### src/sv/i2a_pkg.sv
`default_nettype none

package i2a_pkg;

  // field widths
  localparam int unsigned VALUE_W        = 64;
  localparam int unsigned KIND_W         = 3;
  localparam int unsigned CHAR_W         = 8;
  localparam int unsigned CHARS_PER_WORD = 8;
  localparam int unsigned WORD_W         = 64;
  localparam int unsigned CNT_W          = 4;
  localparam int unsigned BYTE_IDX_W     = 3;

  // digit register: twenty bcd digits cover any 64-bit magnitude
  localparam int unsigned BCD_DIGITS = 20;
  localparam int unsigned DIG_W      = BCD_DIGITS * 4;
  localparam int unsigned NUM_W      = 7;
  localparam int unsigned ITER_W     = 6;

  // kind field layout
  localparam int unsigned KIND_UNSIGNED_BIT = 0;

  // digit counts after load, per radix
  localparam logic [NUM_W-1:0] DIGITS_DEC = NUM_W'(BCD_DIGITS);
  localparam logic [NUM_W-1:0] DIGITS_BIN = NUM_W'(64);
  localparam logic [NUM_W-1:0] DIGITS_OCT = NUM_W'(22);
  localparam logic [NUM_W-1:0] DIGITS_HEX = NUM_W'(16);

  localparam logic [ITER_W-1:0] DABBLE_LAST = ITER_W'(VALUE_W - 1);

  // ascii codes
  localparam logic [CHAR_W-1:0] CHAR_MINUS   = 8'h2D;
  localparam logic [CHAR_W-1:0] CHAR_ZERO    = 8'h30;
  localparam logic [CHAR_W-1:0] CHAR_UPPER_A = 8'h41;
  localparam logic [CHAR_W-1:0] CHAR_LOWER_A = 8'h61;
  localparam logic [CHAR_W-1:0] CHAR_TEN     = 8'd10;

  typedef enum logic [1:0] {
    RADIX_DEC,
    RADIX_BIN,
    RADIX_OCT,
    RADIX_HEX
  } radix_e;

  typedef enum logic [2:0] {
    ST_IDLE,
    ST_SIGN,
    ST_DABBLE,
    ST_SKIP,
    ST_EMIT
  } state_e;

  typedef enum logic [1:0] {
    DU_HOLD,
    DU_LOAD,
    DU_DABBLE,
    DU_SHIFT
  } du_op_e;

  // sequencer to digit unit
  typedef struct packed {
    du_op_e op;
    radix_e radix;
  } du_ctrl_t;

  // sequencer to packer: one character
  typedef struct packed {
    logic              valid;
    logic [CHAR_W-1:0] code;
    logic              last;
  } char_t;

  function automatic logic [NUM_W-1:0] digit_count(input radix_e r);
    logic [NUM_W-1:0] n;
    case (r)
      RADIX_DEC: n = DIGITS_DEC;
      RADIX_BIN: n = DIGITS_BIN;
      RADIX_OCT: n = DIGITS_OCT;
      RADIX_HEX: n = DIGITS_HEX;
      default:   n = DIGITS_DEC;
    endcase
    return n;
  endfunction

  function automatic logic [CHAR_W-1:0] digit_char(input logic [3:0] d, input logic up);
    logic [CHAR_W-1:0] c;
    if (d < 4'd10) begin
      c = CHAR_ZERO + {4'b0000, d};
    end else if (up) begin
      c = CHAR_UPPER_A + {4'b0000, d} - CHAR_TEN;
    end else begin
      c = CHAR_LOWER_A + {4'b0000, d} - CHAR_TEN;
    end
    return c;
  endfunction

endpackage

`default_nettype wire

### src/sv/i2a_digit_unit.sv
`default_nettype none

module i2a_digit_unit
  import i2a_pkg::*;
(
  input  wire logic               clk_i,
  input  wire du_ctrl_t           ctrl_i,
  input  wire logic [VALUE_W-1:0] mag_i,
  output logic [3:0]              digit_o
);

  logic [DIG_W-1:0]   dig_q, dig_d;
  logic [VALUE_W-1:0] bin_q, bin_d;
  logic [DIG_W-1:0]   dig_adj;

  // add-3 correction on every bcd digit
  always_comb begin
    for (int i = 0; i < BCD_DIGITS; i++) begin
      if (dig_q[4*i +: 4] >= 4'd5) begin
        dig_adj[4*i +: 4] = dig_q[4*i +: 4] + 4'd3;
      end else begin
        dig_adj[4*i +: 4] = dig_q[4*i +: 4];
      end
    end
  end

  // shared load / shift-and-add-3 / digit shift unit
  always_comb begin
    dig_d = dig_q;
    bin_d = bin_q;
    case (ctrl_i.op)
      DU_LOAD: begin
        bin_d = mag_i;
        case (ctrl_i.radix)
          RADIX_DEC: dig_d = '0;
          RADIX_OCT: dig_d = {2'b00, mag_i, 14'b0};
          default:   dig_d = {mag_i, 16'b0};
        endcase
      end
      DU_DABBLE: begin
        dig_d = {dig_adj[DIG_W-2:0], bin_q[VALUE_W-1]};
        bin_d = {bin_q[VALUE_W-2:0], 1'b0};
      end
      DU_SHIFT: begin
        case (ctrl_i.radix)
          RADIX_BIN: dig_d = {dig_q[DIG_W-2:0], 1'b0};
          RADIX_OCT: dig_d = {dig_q[DIG_W-4:0], 3'b000};
          default:   dig_d = {dig_q[DIG_W-5:0], 4'b0000};
        endcase
      end
      default: begin
        dig_d = dig_q;
        bin_d = bin_q;
      end
    endcase
  end

  always_ff @(posedge clk_i) begin
    dig_q <= dig_d;
    bin_q <= bin_d;
  end

  // leading digit, left aligned
  always_comb begin
    case (ctrl_i.radix)
      RADIX_BIN: digit_o = {3'b000, dig_q[DIG_W-1]};
      RADIX_OCT: digit_o = {1'b0, dig_q[DIG_W-1 -: 3]};
      default:   digit_o = dig_q[DIG_W-1 -: 4];
    endcase
  end

endmodule

`default_nettype wire

### config.mk
export PLATFORM = sky130hd
export DESIGN_NAME = i2a_digit_unit
export DESIGN_NICKNAME = d
export VERILOG_FILES = /design/src/sv/i2a_pkg.sv /design/src/sv/i2a_digit_unit.sv
export SDC_FILE = /design/constraint.sdc
export NUM_CORES = 1
export LEC_CHECK = 0
export ABC_AREA = 0
export BUFFER_PORTS_ARGS = -buffer_cell sky130_fd_sc_hd__buf_2
export CELL_PAD_IN_SITES_DETAIL_PLACEMENT = 1
export CELL_PAD_IN_SITES_GLOBAL_PLACEMENT = 2
export CORE_UTILIZATION = 41
export DETAILED_ROUTE_END_ITERATION = 7
export GPL_TIMING_DRIVEN = 0
export PLACE_DENSITY = 0.9
export RECOVER_POWER = 100
export SLEW_MARGIN = 10
export SYNTH_ARGS = -nofsm -noshare
export SYNTH_HDL_FRONTEND = slang
export SYNTH_SLANG_ARGS = --single-unit
export TNS_END_PERCENT = 100
### constraint.sdc
create_clock -name clk_i -period 2.75 [get_ports clk_i]
set_input_delay 0.1375 -clock clk_i [delete_from_list [all_inputs] [get_ports clk_i]]
set_output_delay 0.1375 -clock clk_i [all_outputs]
set_load 0.05 [all_outputs]
After elaboration in Yosys (flattened, before gate mapping)
Cells that the tools add are included.
Storage, ports and cells
  bits in registers: 144
  input bits: 69
Operators by class
  add/subtract/negate cells: 20
  order comparisons: 20
  equality and inequality tests: 5
  muxes and demuxes: 25
  reduce and logical (&&, ||, !) cells: 3
Operators by type and width (count)
  $pmux 80 s2: 2
  $pmux 80 s3: 1
  $pmux 64 s2: 1
  $ge 4x3->1 const B: 20
  $add 4x2->4 const B: 19
  $mux 4: 19
  $pmux 4 s2: 1
  $eq 2x2->1 const B: 3
  $eq 2x1->1 const B: 2
  $add 3x2->3 const B: 1
  $mux 3: 1
  $reduce_bool 3->1: 1
  $logic_not 2->1: 1
  $reduce_bool 2->1: 1

Logic depth before layout (Yosys ltp)
Gate-level depths: netlist of the first run.
  depth after elaboration: 3
  depth in mapped cells: 9
  depth with buffers taken out: 6

Worst setup path before layout of the first run
No wires, ideal clock.
  path kind: input to register
  start point: input port ctrl_i[2] (netlist name)
  end point: register dig_q[0] (enable)
  setup time: 0.434 ns
  arrival: 1.913 ns
  required time: 2.316 ns
  setup slack: 0.403 ns
  cell stages on the path: 3
  path buffers: 0
  cell sequence: inv_1 ha_1 inv_1
Between the ends
  word-level cells in the longest chain between the ends: 2
  elaborated cells between the ends (all ways): 4
  those cells by class: eq/ne: 3; reduce/logical: 1
Ends and longest elaborated chain
  from (decl): line i2a_digit_unit.sv:7  | input wire du_ctrl_t ctrl_i,
  $eq 2x2->1 or $eq 2x1->1 (tied branches): line i2a_digit_unit.sv:31  | case (ctrl_i.op)
  $reduce_bool 3->1 (no line) *
  to (signal assigned): line i2a_digit_unit.sv:59  | dig_q <= dig_d;
  to (decl): line i2a_digit_unit.sv:12  | logic [DIG_W-1:0] dig_q, dig_d;
Every way passes the cells marked *; elsewhere a longest branch is shown, timed or not.
A chain may end at the register's enable or synchronous reset.

Final worst setup path of the first run
  start point: input port ctrl_i[0] (netlist name)
  end point: output port digit_o[0]
Between the ends
  word-level cells in the longest chain between the ends: 2
  elaborated cells between the ends (all ways): 3
  those cells by class: eq/ne: 2; mux: 1
Ends and longest elaborated chain
  $eq 2x2->1 or $eq 2x1->1 (tied branches): line i2a_digit_unit.sv:65  | case (ctrl_i.radix)
  $pmux 4 s2 *: line i2a_digit_unit.sv:65
  to (decl): line i2a_digit_unit.sv:9  | output logic [3:0] digit_o
Marked as above.

==> results.rst, run 1 <==
.. list-table::
   :header-rows: 1

   * - Metric
     - Value
   * - Final count of negative-setup-slack endpoints
     - 0
   * - Sequential-to-total area share from yosys stat
     - 0.4172
   * - TritonRoute pass-1 iters
     - 6
   * - Worst path buffer plus inverter count
     - 7
   * - Hold violation count in the final report
     - 0
   * - Power per cell area
     - 655.4 nW/µm²
   * - Global-route wire length before repair
     - 63,710 µm
   * - Highest-delay cell along the critical path
     - clkbuf_1
   * - Netlist Area Pre-Place
     - 10,360 µm²
   * - Site Rows
     - 57
   * - CP Class
     - primary input to primary output
   * - Worst hold start
     - mag_i[58]
   * - I/O pin total
     - 73
   * - Reg2Reg Launch Point
     - dig_q[36]
   * - Number of remaining DRC errors
     - 0
   * - Total number of vias
     - 9,972
   * - Critical path fanouts, max
     - 10
   * - Number of diodes added for antenna fixing
     - 0
   * - Total count of max-transition violations in the final report
     - 0
   * - Flip-flop and latch count after synthesis
     - 144
   * - Post-Synthesis Cells
     - 983
   * - Layout Skew
     - 0.01120 ns
   * - Clock transition at the registers of the reported paths
     - 0.07 ns
   * - Weighted congestion reported at the end of routability-driven placement
     - 0.9929
   * - Required arrival time at the worst endpoint
     - 2.61 ns
   * - Max_slew headroom
     - 0.2190
   * - Drt initial violations
     - 1,390
   * - Type of the worst min-delay path
     - primary input to register
   * - Peak supply drop
     - 488.9 µV
   * - Final net count
     - 1,191
   * - Distinct cell type count of the synthesized netlist
     - 46
   * - Pin count of the biggest net entering global routing
     - 58
   * - Vias in the first global route
     - 10.13k
   * - Fraction of synthesis flops using an asynchronous set or reset pin
     - 0
   * - Clock latency of the later-clocked register in the worst-skew pair
     - 0.44 ns
   * - Buffers from clock root to sink, at most
     - 2
   * - Synth-to-Final Area Change
     - 12.88%
   * - Critical Path Start Type
     - primary input
   * - Tcrit/Tclk final
     - 0.9562
   * - Static leakage
     - 4.149 nW
   * - Initial core utilization
     - 0.4224
   * - Cell total after placement
     - 1,381
   * - Net count after synthesis
     - 1,098
   * - Share of post-route cells with drive strength above 1
     - 0.2011
   * - CP arrival
     - 2.49 ns
   * - Post-synth top area share
     - 0.4172
   * - Post-cts gate resize count
     - 0
   * - Final Non-Filler Cells
     - 1,413
   * - Minimum period implied by the final worst setup slack
     - 2.629 ns
   * - Yosys warning count
     - 0
   * - Number of cells on the worst reg-to-reg path
     - 5
   * - Top cells by area in the synthesized netlist
     - edfxtp_1, mux2_2, nor3b_1
   * - Depth of the worst hold-timing path
     - 2
   * - Count of H-tree levels built during CTS
     - 4
   * - RSZ-0062 raised after global routing
     - false
   * - Number of buffers added on ports
     - 72
   * - WL/cell
     - 30.67 µm
   * - Cell chain of the critical path
     - buf_2 -> inv_1 -> ha_1 -> buf_4 -> inv_4 -> buf_6 -> clkbuf_1 -> a221oi_1 -> a21oi_1 -> clkbuf_2
   * - Avg Synthesized Cell Area
     - 10.54 µm²
   * - Area inside the core boundary
     - 24,530 µm²
   * - Family of cells with the greatest summed delay on the critical path
     - buffers and inverters
   * - Floorplan die width
     - 161.0 µm
   * - Critical Path Start
     - ctrl_i[0]
   * - Pin slew with the least headroom to its limit
     - 1.165 ns
   * - Clock tree root driver cell
     - clkbuf_16
   * - Number of nets still failing antenna checks after routing
     - 0
   * - Vias per inst
     - 7.057
   * - CP Capture Type
     - primary output
   * - Capture point of the worst reg-to-reg path
     - dig_q[40]
   * - Worst hold margin
     - 0.03476 ns
   * - Area of the multi-input gates
     - 5381 µm²
   * - F_max
     - 380.3 MHz
   * - Routed WL
     - 43,340 µm
   * - CTS Hold Buffers Added
     - 0
   * - Antenna violations before repair
     - 0
   * - Minimum setup slack among reg-to-reg paths
     - 0.67 ns
   * - Number of logic stages on the critical path including buffering
     - 10
   * - TritonCTS clock tree
     - built
   * - Status
     - finished, final reports clean
   * - Overflow left after global routing
     - 0
   * - Overall die area
     - 25,920 µm²
   * - Filler Cell Count
     - 2,724
   * - Total global routing track utilization
     - 0.3363
   * - Prevailing post-synth register cell
     - edfxtp_1
   * - Total number of clock tree sinks
     - 144
   * - Total area of sequential cells
     - 4324 µm²
   * - Number of synthesized flops with an enable pin
     - 144
   * - Delay of the slowest cell on the worst path
     - 0.66 ns
   * - Dominant cell type by area after synthesis
     - edfxtp_1
   * - Number of buffers added for setup after CTS
     - 0
   * - Height of the die
     - 161.0 µm
   * - Last element of the critical path
     - digit_o[0]
   * - Estimated wirelength of the detail-placed design
     - 29,700 µm
   * - Cts bufs inserted
     - 17
   * - Number of max-cap violations
     - 0
==> cells in the final DEF, fill, tap and decap left out, types with 9 or more instances in the layout <==
cell type / netlist / routed
buf_2: 41 / 99
nand2b_1: 21 / 21
a311o_1: 13 / 13
a31oi_1: 15 / 15
mux2_2: 63 / 57
a221oi_2: 9 / 9
xnor2_1: 20 / 20
nor3b_1: 82 / 82
inv_1: 46 / 45
o22ai_1: 29 / 29
a21o_1: 15 / 15
nor3_1: 18 / 18
a221oi_1: 34 / 34
clkbuf_16: 0 / 17
a21oi_1: 113 / 113
a221o_1: 26 / 26
o21ai_0: 71 / 75
nor4b_1: 13 / 13
o221ai_1: 30 / 30
clkbuf_1: 34 / 46
buf_6: 10 / 9
ha_1: 46 / 46
edfxtp_1: 144 / 144
o211ai_1: 27 / 27
==> state kept, by name (all words and copies together) (netlist names) <==
register and flops:
dig_q 80, bin_q 64
==> cells in the mapped netlist, drive strengths merged (2+ instances only) <==
cell / number
a21o: 15
a21oi: 113
a221o: 26
a221oi: 43
a22o: 3
a22oi: 9
a311o: 13
a31oi: 15
and3: 3
buf: 57
clkbuf: 34
edfxtp: 144
ha: 46
inv: 48
mux2: 63
nand2: 2
nand2b: 21
nand3: 6
nor2: 6
nor2b: 2
nor3: 18
nor3b: 82
nor4b: 13
o211ai: 27
o21ai: 76
o221ai: 30
o22ai: 29
o311ai: 5
o31ai: 2
or3: 2
or4: 2
xnor2: 20
xor2: 4
==> worst min path at each step <==
stage,to
finish,bin_q[58]
global route,bin_q[38]
CTS,bin_q[54]
detailed placement,bin_q[11]
global placement,bin_q[11]
floorplan,dig_q[79]
==> kinds of logic (layout without fill, tap and decap cells) <==
logic type / count (synthesis) / after routing / share of synthesized area
AOI/OAI and AO/OA: 407 / 407 / 0.2696
and+or+nand+nor: 159 / 159 / 0.1044
DFF: 144 / 144 / 0.4172
buffers and inverters: 139 / 245 / 0.06350
muxes: 64 / 64 / 0.06942
adders and majority gates: 46 / 46 / 0.05554
xor gates and xnor gates: 24 / 24 / 0.02028
==> metrics by stage <==
step	total power, W	utilization	TNS, ns	instance area, µm²	setup slack, ns
finish	0.007668	0.4768	0	11700	0.1205
detailed placement	0.005233	0.4565	0	11200	0.1620
global route	0.007901	0.4768	0	11700	0.06915
CTS	0.007605	0.4799	0	11770	0.1992
global placement	0.005150	0.4536	-62.46	11130	-0.6737
floorplan	0.004469	-	0	10360	0.4030
==> layout make-up <==
type	count	share of cell area
Clock inverter	15	0.01273
Buffer	91	0.03914
Tap cell	324	0.03465
Timing Repair Buffer	74	0.03176
Multi-Input combinational cell	700	0.4600
Clock buffer	17	0.03636
Inverter	48	0.01572
Sequential cell	144	0.3696
==> report_power, final <==
| group | leakage, nW | internal, W | switching [W] |
|---|---|---|---|
| logic | 2.39 | 0.000785 | 0.00122 |
| clock network | 0.278 | 0.00127 | 0.00112 |
| registers | 1.48 | 0.00282 | 0.000440 |
==> worst register-to-register path, cell delays in order, from the launching register on <==
cell	delay, ns
edfxtp_1	0.53
ha_1	0.26
nand2b_1	0.15
a21oi_1	0.39
nor3_1	0.09
or3_1	0.40
==> per-layer routing <==
| layer | up-vias | routed length, µm | GRT usage |
|---|---|---|---|
| met4 | 0 | 2561 | 0.1990 |
| li1 | 4149 | - | - |
| met1 | 4933 | 16740 | 0.4294 |
| met5 | - | 0 | 0 |
| met2 | 732 | 19640 | 0.5202 |
| met3 | 158 | 4403 | 0.07807 |
Power figures use the tool's default switching activity.
==> run 2: changes to the inputs <==
CTS_CLUSTER_SIZE = 24   (was default)
GPL_TIMING_DRIVEN = default   (was 0)
==> run 2 against run 1 <==
  * Critical path type unchanged
  * Setup slack gained 0.37 ns
  * Non-clock buffer count down 56
  * Register-to-register slack better by 0.05 ns
  * Critical endpoint unchanged
  * Combinational power down 11%
  * Die area did not move
==> results.rst, run 2 (same netlist as run 1, synthesis figures left out) <==
.. list-table::
   :header-rows: 1

   * - Metric
     - Value
   * - Required arrival time at the worst endpoint
     - 2.61 ns
   * - Most common cell after layout, fill and taps aside
     - edfxtp_1
   * - Number of nets still failing antenna checks after routing
     - 0
   * - Clock transition at the registers of the reported paths
     - 0.07 ns
   * - Critical Path Start Type
     - primary input
   * - Total number of clock tree sinks
     - 144
   * - Number of max-cap violations
     - 0
   * - Final net count
     - 1,135
   * - Power per cell area
     - 643.9 nW/µm²
   * - Highest-delay cell along the critical path
     - ha_2
   * - Antenna violations before repair
     - 0
   * - Floorplan die width
     - 161.0 µm
   * - Tcrit/Tclk final
     - 0.8227
   * - Cts bufs inserted
     - 17
   * - Count of H-tree levels built during CTS
     - 4
   * - Final cell area excluding filler cells
     - 11,610 µm²
   * - Number of buffers added on ports
     - 72
   * - Synth-to-Final Area Change
     - 12.00%
   * - Global-route wire length before repair
     - 49,510 µm
   * - Worst Slack Setup Final
     - 0.4876 ns
   * - Initial core utilization
     - 0.4224
   * - Pin slew with the least headroom to its limit
     - 1.462 ns
   * - Post-cts gate resize count
     - 0
   * - Number of remaining DRC errors
     - 0
   * - Clock latency of the later-clocked register in the worst-skew pair
     - 0.44 ns
   * - Number of buffers added for setup after CTS
     - 0
   * - Flip-flop count of the largest register, all copies and words added
     - 80
   * - Overflow left after global routing
     - 0
   * - Met3 GRT Util
     - 0.02542
   * - Routed WL
     - 30,560 µm
   * - Peak supply drop
     - 410.7 µV
   * - Final count of negative-setup-slack endpoints
     - 0
   * - Family of cells with the greatest summed delay on the critical path
     - adder cells
   * - Cell total after placement
     - 1,325
   * - Util after Layout
     - 0.4731
   * - F_max
     - 442.0 MHz
   * - Met2 Use GR
     - 0.4169
   * - Met1 Resource Use GR
     - 0.3082
   * - Site Rows
     - 57
   * - WL/cell
     - 22.52 µm
   * - Setup Slack @ Placement
     - 0.5325 ns
   * - CP Capture Type
     - primary output
   * - TritonCTS clock tree
     - built
   * - Delay of the slowest cell on the worst path
     - 0.86 ns
   * - Share of post-route cells with drive strength above 1
     - 0.2023
   * - Buffers from clock root to sink, at most
     - 2
   * - Area inside the core boundary
     - 24,530 µm²
   * - Total global routing track utilization
     - 0.2400
   * - Final Non-Filler Cells
     - 1,357
   * - Total number of vias
     - 8,718
   * - Minimum period implied by the final worst setup slack
     - 2.262 ns
   * - I/O pin total
     - 73
   * - CP Class
     - primary input to primary output
   * - Placed inst area
     - 11,090 µm²
   * - Cell chain of the critical path
     - clkbuf_1 -> inv_1 -> ha_2 -> buf_12 -> a221oi_1 -> a21oi_1 -> buf_2
   * - Register ranked first by flip-flop count
     - dig_q
   * - Layout Skew
     - 0.009650 ns
   * - Largest registers in the final layout
     - dig_q x80, bin_q x64
   * - Top library cells by usage in the layout, fill and taps aside
     - edfxtp_1, a21oi_1, nor3b_1, o21ai_0, buf_2
   * - CP arrival
     - 2.12 ns
   * - Type of the worst min-delay path
     - primary input to register
   * - Height of the die
     - 161.0 µm
   * - Hold violation count in the final report
     - 0
   * - Number of diodes added for antenna fixing
     - 0
   * - Status
     - finished, final reports clean
   * - Vias per inst
     - 6.424
   * - RSZ-0062 raised after global routing
     - false
   * - Overall die area
     - 25,920 µm²
   * - Drt initial violations
     - 577
   * - Total Neg Setup Slack
     - 0 ns
   * - Pin count of the biggest net entering global routing
     - 80
   * - Weighted congestion reported at the end of routability-driven placement
     - 0.7731
   * - Total count of max-transition violations in the final report
     - 0
   * - Static leakage
     - 4.068 nW
   * - Critical path fanouts, max
     - 46
   * - Worst path buffer plus inverter count
     - 4
   * - Clock tree root driver cell
     - clkbuf_16
   * - Max_slew headroom
     - 0.02558
   * - Filler Cell Count
     - 2,754
   * - CTS Hold Buffers Added
     - 0
   * - Estimated wirelength of the detail-placed design
     - 19,990 µm
   * - Vias in the first global route
     - 8,919
   * - TritonRoute pass-1 iters
     - 5
   * - Most heavily used metal layer in global routing
     - met2
## run 2: cell types whose count changed in the layout (fill, tap and decap cells not counted), sizes merged
cell	previous run	this run
buf	112	98
bufinv	1	2
clkbuf	70	28
clkinv	5	6
clkinvlp	3	1
## run 2: routing by layer
layer / share of wire / vias up
met2: 0.50 / 260
met4: 0.021 / 0
met3: 0.040 / 40
met5: 0 / -
li1: - / 4018
met1: 0.43 / 4400
## run 2: layout make-up
class	instances	area [µm²]	area share
Sequential cell	144	4324	0.3725
Clock buffer	17	425.4	0.03665
Timing Repair Buffer	109	718.2	0.06187
Inverter	48	183.9	0.01585
Multi-Input combinational cell	700	5379	0.4634
Tap cell	324	405.4	0.03493
Clock inverter	15	171.4	0.01477
## run 2: metrics by stage
stage	total power [W]	hold WS, ns
finish	0.007474	0.03567
global route	0.007807	0.03606
CTS	0.007519	0.02505
detailed placement	0.005072	0.4799
global placement	0.004992	0.4706
floorplan	0.004469	0.3380
## run 2: final timing paths
path / start / end / slack [ns] / cells past startpoint
max reg2reg: dig_q[56] / dig_q[60] / 0.72 / 5
min reg2reg: bin_q[10] / bin_q[11] / 0.55 / 1
max: ctrl_i[0] / digit_o[0] / 0.49 / 7
min: mag_i[53] / bin_q[53] / 0.04 / 2
## run 2: power by group
group          switching [W]  internal, W  total (W)
sequential          0.000420      0.00282    0.00324
combinational        0.00100     0.000788    0.00179
clock                0.00107      0.00137    0.00244
total                0.00250      0.00498    0.00747
## run 2: worst register-to-register path: stages, from the launching register on
cell and delay (ns):
edfxtp_1 0.55, ha_1 0.27, nand2b_1 0.14, a21oi_1 0.34, nor3_1 0.11, or3_1 0.38
==> run 3: changes to the inputs <==
CORE_UTILIZATION = 37   (was 41)
PLACE_DENSITY = 0.87   (was 0.9)
clock period = 1.9 ns   (was 2.75 ns; I/O delays follow)
==> run 3 against run 2 <==
  * Worst hold slack got worse by 0.022 ns
  * Sequential share of layout area down 2.6 points
  * Die area increased by 11%
  * Largest cell class unchanged
  * Highest routed layer unchanged
  * Critical path type is now register to register
  * Cell count grew 9.9%
  * Largest power group unchanged
  * Critical path depth shrank 1
  * Via count is 2.9% higher
  * Non-clock buffer count grew 88
  * Global-route usage fell by 0.88 points
==> results.rst, run 3 (same netlist as run 1, synthesis figures left out) <==
.. list-table::
   :header-rows: 1

   * - Metric
     - Value
   * - Minimum period implied by the final worst setup slack
     - 1.820 ns
   * - Worst hold start
     - mag_i[40]
   * - Pin slew with the least headroom to its limit
     - 0.8962 ns
   * - Cell total after placement
     - 1,432
   * - Critical Path Start Type
     - register
   * - Total number of vias
     - 8,973
   * - Most common cell after layout, fill and taps aside
     - edfxtp_1
   * - Estimated wirelength of the detail-placed design
     - 21,820 µm
   * - Max_slew headroom
     - 0.4025
   * - Buffers from clock root to sink, at most
     - 2
   * - Number of max-cap violations
     - 0
   * - CP Class
     - register to register
   * - Required arrival time at the worst endpoint
     - 2.08 ns
   * - Largest registers in the final layout
     - dig_q x80, bin_q x64
   * - Net Sw Power
     - 0.003654 W
   * - Critical path fanouts, max
     - 4
   * - Site Rows
     - 60
   * - Number of remaining DRC errors
     - 0
   * - WL/cell
     - 21.63 µm
   * - Vias in the first global route
     - 9,485
   * - Height of the die
     - 169.4 µm
   * - CP Capture Type
     - register
   * - Routed WL
     - 32,280 µm
   * - Cts bufs inserted
     - 17
   * - Type of the worst min-delay path
     - primary input to register
   * - Count of H-tree levels built during CTS
     - 4
   * - Top library cells by usage in the layout, fill and taps aside
     - edfxtp_1, a21oi_1, nor3b_1, o21ai_0, buf_2
   * - Drt initial violations
     - 713
   * - Area inside the core boundary
     - 27,250 µm²
   * - CP arrival
     - 2.00 ns
   * - Final Non-Filler Cells
     - 1,492
   * - Initial core utilization
     - 0.3803
   * - Layout Skew
     - 0.006627 ns
   * - Vias per inst
     - 6.014
   * - Weighted congestion reported at the end of routability-driven placement
     - 0.8170
   * - Clock latency of the later-clocked register in the worst-skew pair
     - 0.44 ns
   * - Total Neg Setup Slack
     - 0 ns
   * - Worst hold margin
     - 0.01412 ns
   * - Pin count of the biggest net entering global routing
     - 65
   * - I/O pin total
     - 73
   * - Fraction of power consumed by sequential logic
     - 0.411
   * - Number of nets still failing antenna checks after routing
     - 0
   * - Sw Share
     - 0.3302
   * - F_max
     - 549.3 MHz
   * - Number of diodes added for antenna fixing
     - 0
   * - Critical Path Start
     - dig_q[60]
   * - Total count of max-transition violations in the final report
     - 0
   * - Antenna violations before repair
     - 0
   * - Final net count
     - 1,223
   * - Sum of internal, switching and leakage power
     - 0.01106 W
   * - Reg2Reg Launch Point
     - dig_q[60]
   * - Status
     - finished, final reports clean
   * - Peak supply drop
     - 670.9 µV
   * - Share of post-route cells with drive strength above 1
     - 0.2375
   * - Overall die area
     - 28,680 µm²
   * - Overflow left after global routing
     - 0
   * - Clock tree root driver cell
     - clkbuf_16
   * - Part of the power in combinational logic
     - 0.282
   * - Register ranked first by flip-flop count
     - dig_q
   * - TritonRoute pass-1 iters
     - 5
   * - Pint
     - 0.007411 W
   * - Power per cell area
     - 887.0 nW/µm²
   * - Final count of negative-setup-slack endpoints
     - 0
   * - Tcrit/Tclk final
     - 0.9581
   * - Number of buffers added on ports
     - 72
   * - Floorplan die width
     - 169.4 µm
   * - Flip-flop count of the largest register, all copies and words added
     - 80
   * - Static leakage
     - 4.457 nW
   * - Relative contribution of the clock network to total power
     - 0.307
   * - Clock transition at the registers of the reported paths
     - 0.06 ns
   * - Total global routing track utilization
     - 0.2312
   * - TritonCTS clock tree
     - built
   * - Total number of clock tree sinks
     - 144
   * - Synth-to-Final Area Change
     - 20.37%
   * - Hold violation count in the final report
     - 0
   * - Global-route wire length before repair
     - 51,880 µm
-- run 3: power groups by stage --
stage / clock network [W] / registers [W] / logic (W)
4_1_cts: 0.00346 / 0.00453 / 0.00317
2_1_floorplan: 0 / 0.00451 / 0.00195
3_3_place_gp: 0 / 0.00457 / 0.00297
6_report: 0.00339 / 0.00455 / 0.00312
5_1_grt: 0.00356 / 0.00462 / 0.00342
3_5_place_dp: 0 / 0.00459 / 0.00308
-- run 3: worst paths after layout --
path,slack [ns],cells after the start,to
worst max-delay path,0.08,6,dig_q[62]
worst min-delay path,0.01,2,bin_q[40]
worst max register to register,0.08,6,dig_q[62]
worst min register to register,0.53,1,dig_q[0]
-- run 3: repair_timing --
action                                 CTS  global route
setup endpoints to repair                1             7
setup buffers                            0             2
resized for setup                        1             8
endpoints found under the hold margin   27             0
pin swaps                                0             2
hold buffers                            27             0
-- run 3: layout make-up --
class / instances / area, µm²
sequential: 144 / 4324
fill: 3026 / 14780
timing repair buffer: 197 / 1503
inverter: 48 / 183.9
clock inverter: 14 / 142.6
tap: 372 / 465.4
clock buffer: 17 / 425.4
multi-input combinational: 700 / 5430
-- run 3: routing by layer --
metal  vias to the layer above  share of wire  global-route usage
li1                       4211              -                   -
met1                      4503           0.43              0.2853
met2                       201           0.51              0.4004
met3                        58          0.039             0.04454
met4                         0          0.024             0.08265
met5                         -              0                   0
-- run 3: metrics by stage --
stage	worst slack [ns]	instance area (µm²)	utilization
floorplan	-0.2290	10370	-
global placement	0.02492	11740	0.4308
detailed placement	-0.04886	11740	0.4308
CTS	0.01897	12580	0.4617
global route	-0.006009	12470	0.4578
finish	0.07961	12470	0.4578
-- run 3: critical path, stage by stage, from the launching register on --
cell and delay (ns):
edfxtp_1 0.46, inv_2 0.09, ha_2 0.21, nand2b_1 0.10, a21oi_2 0.17, nor3_1 0.06, or4_1 0.47
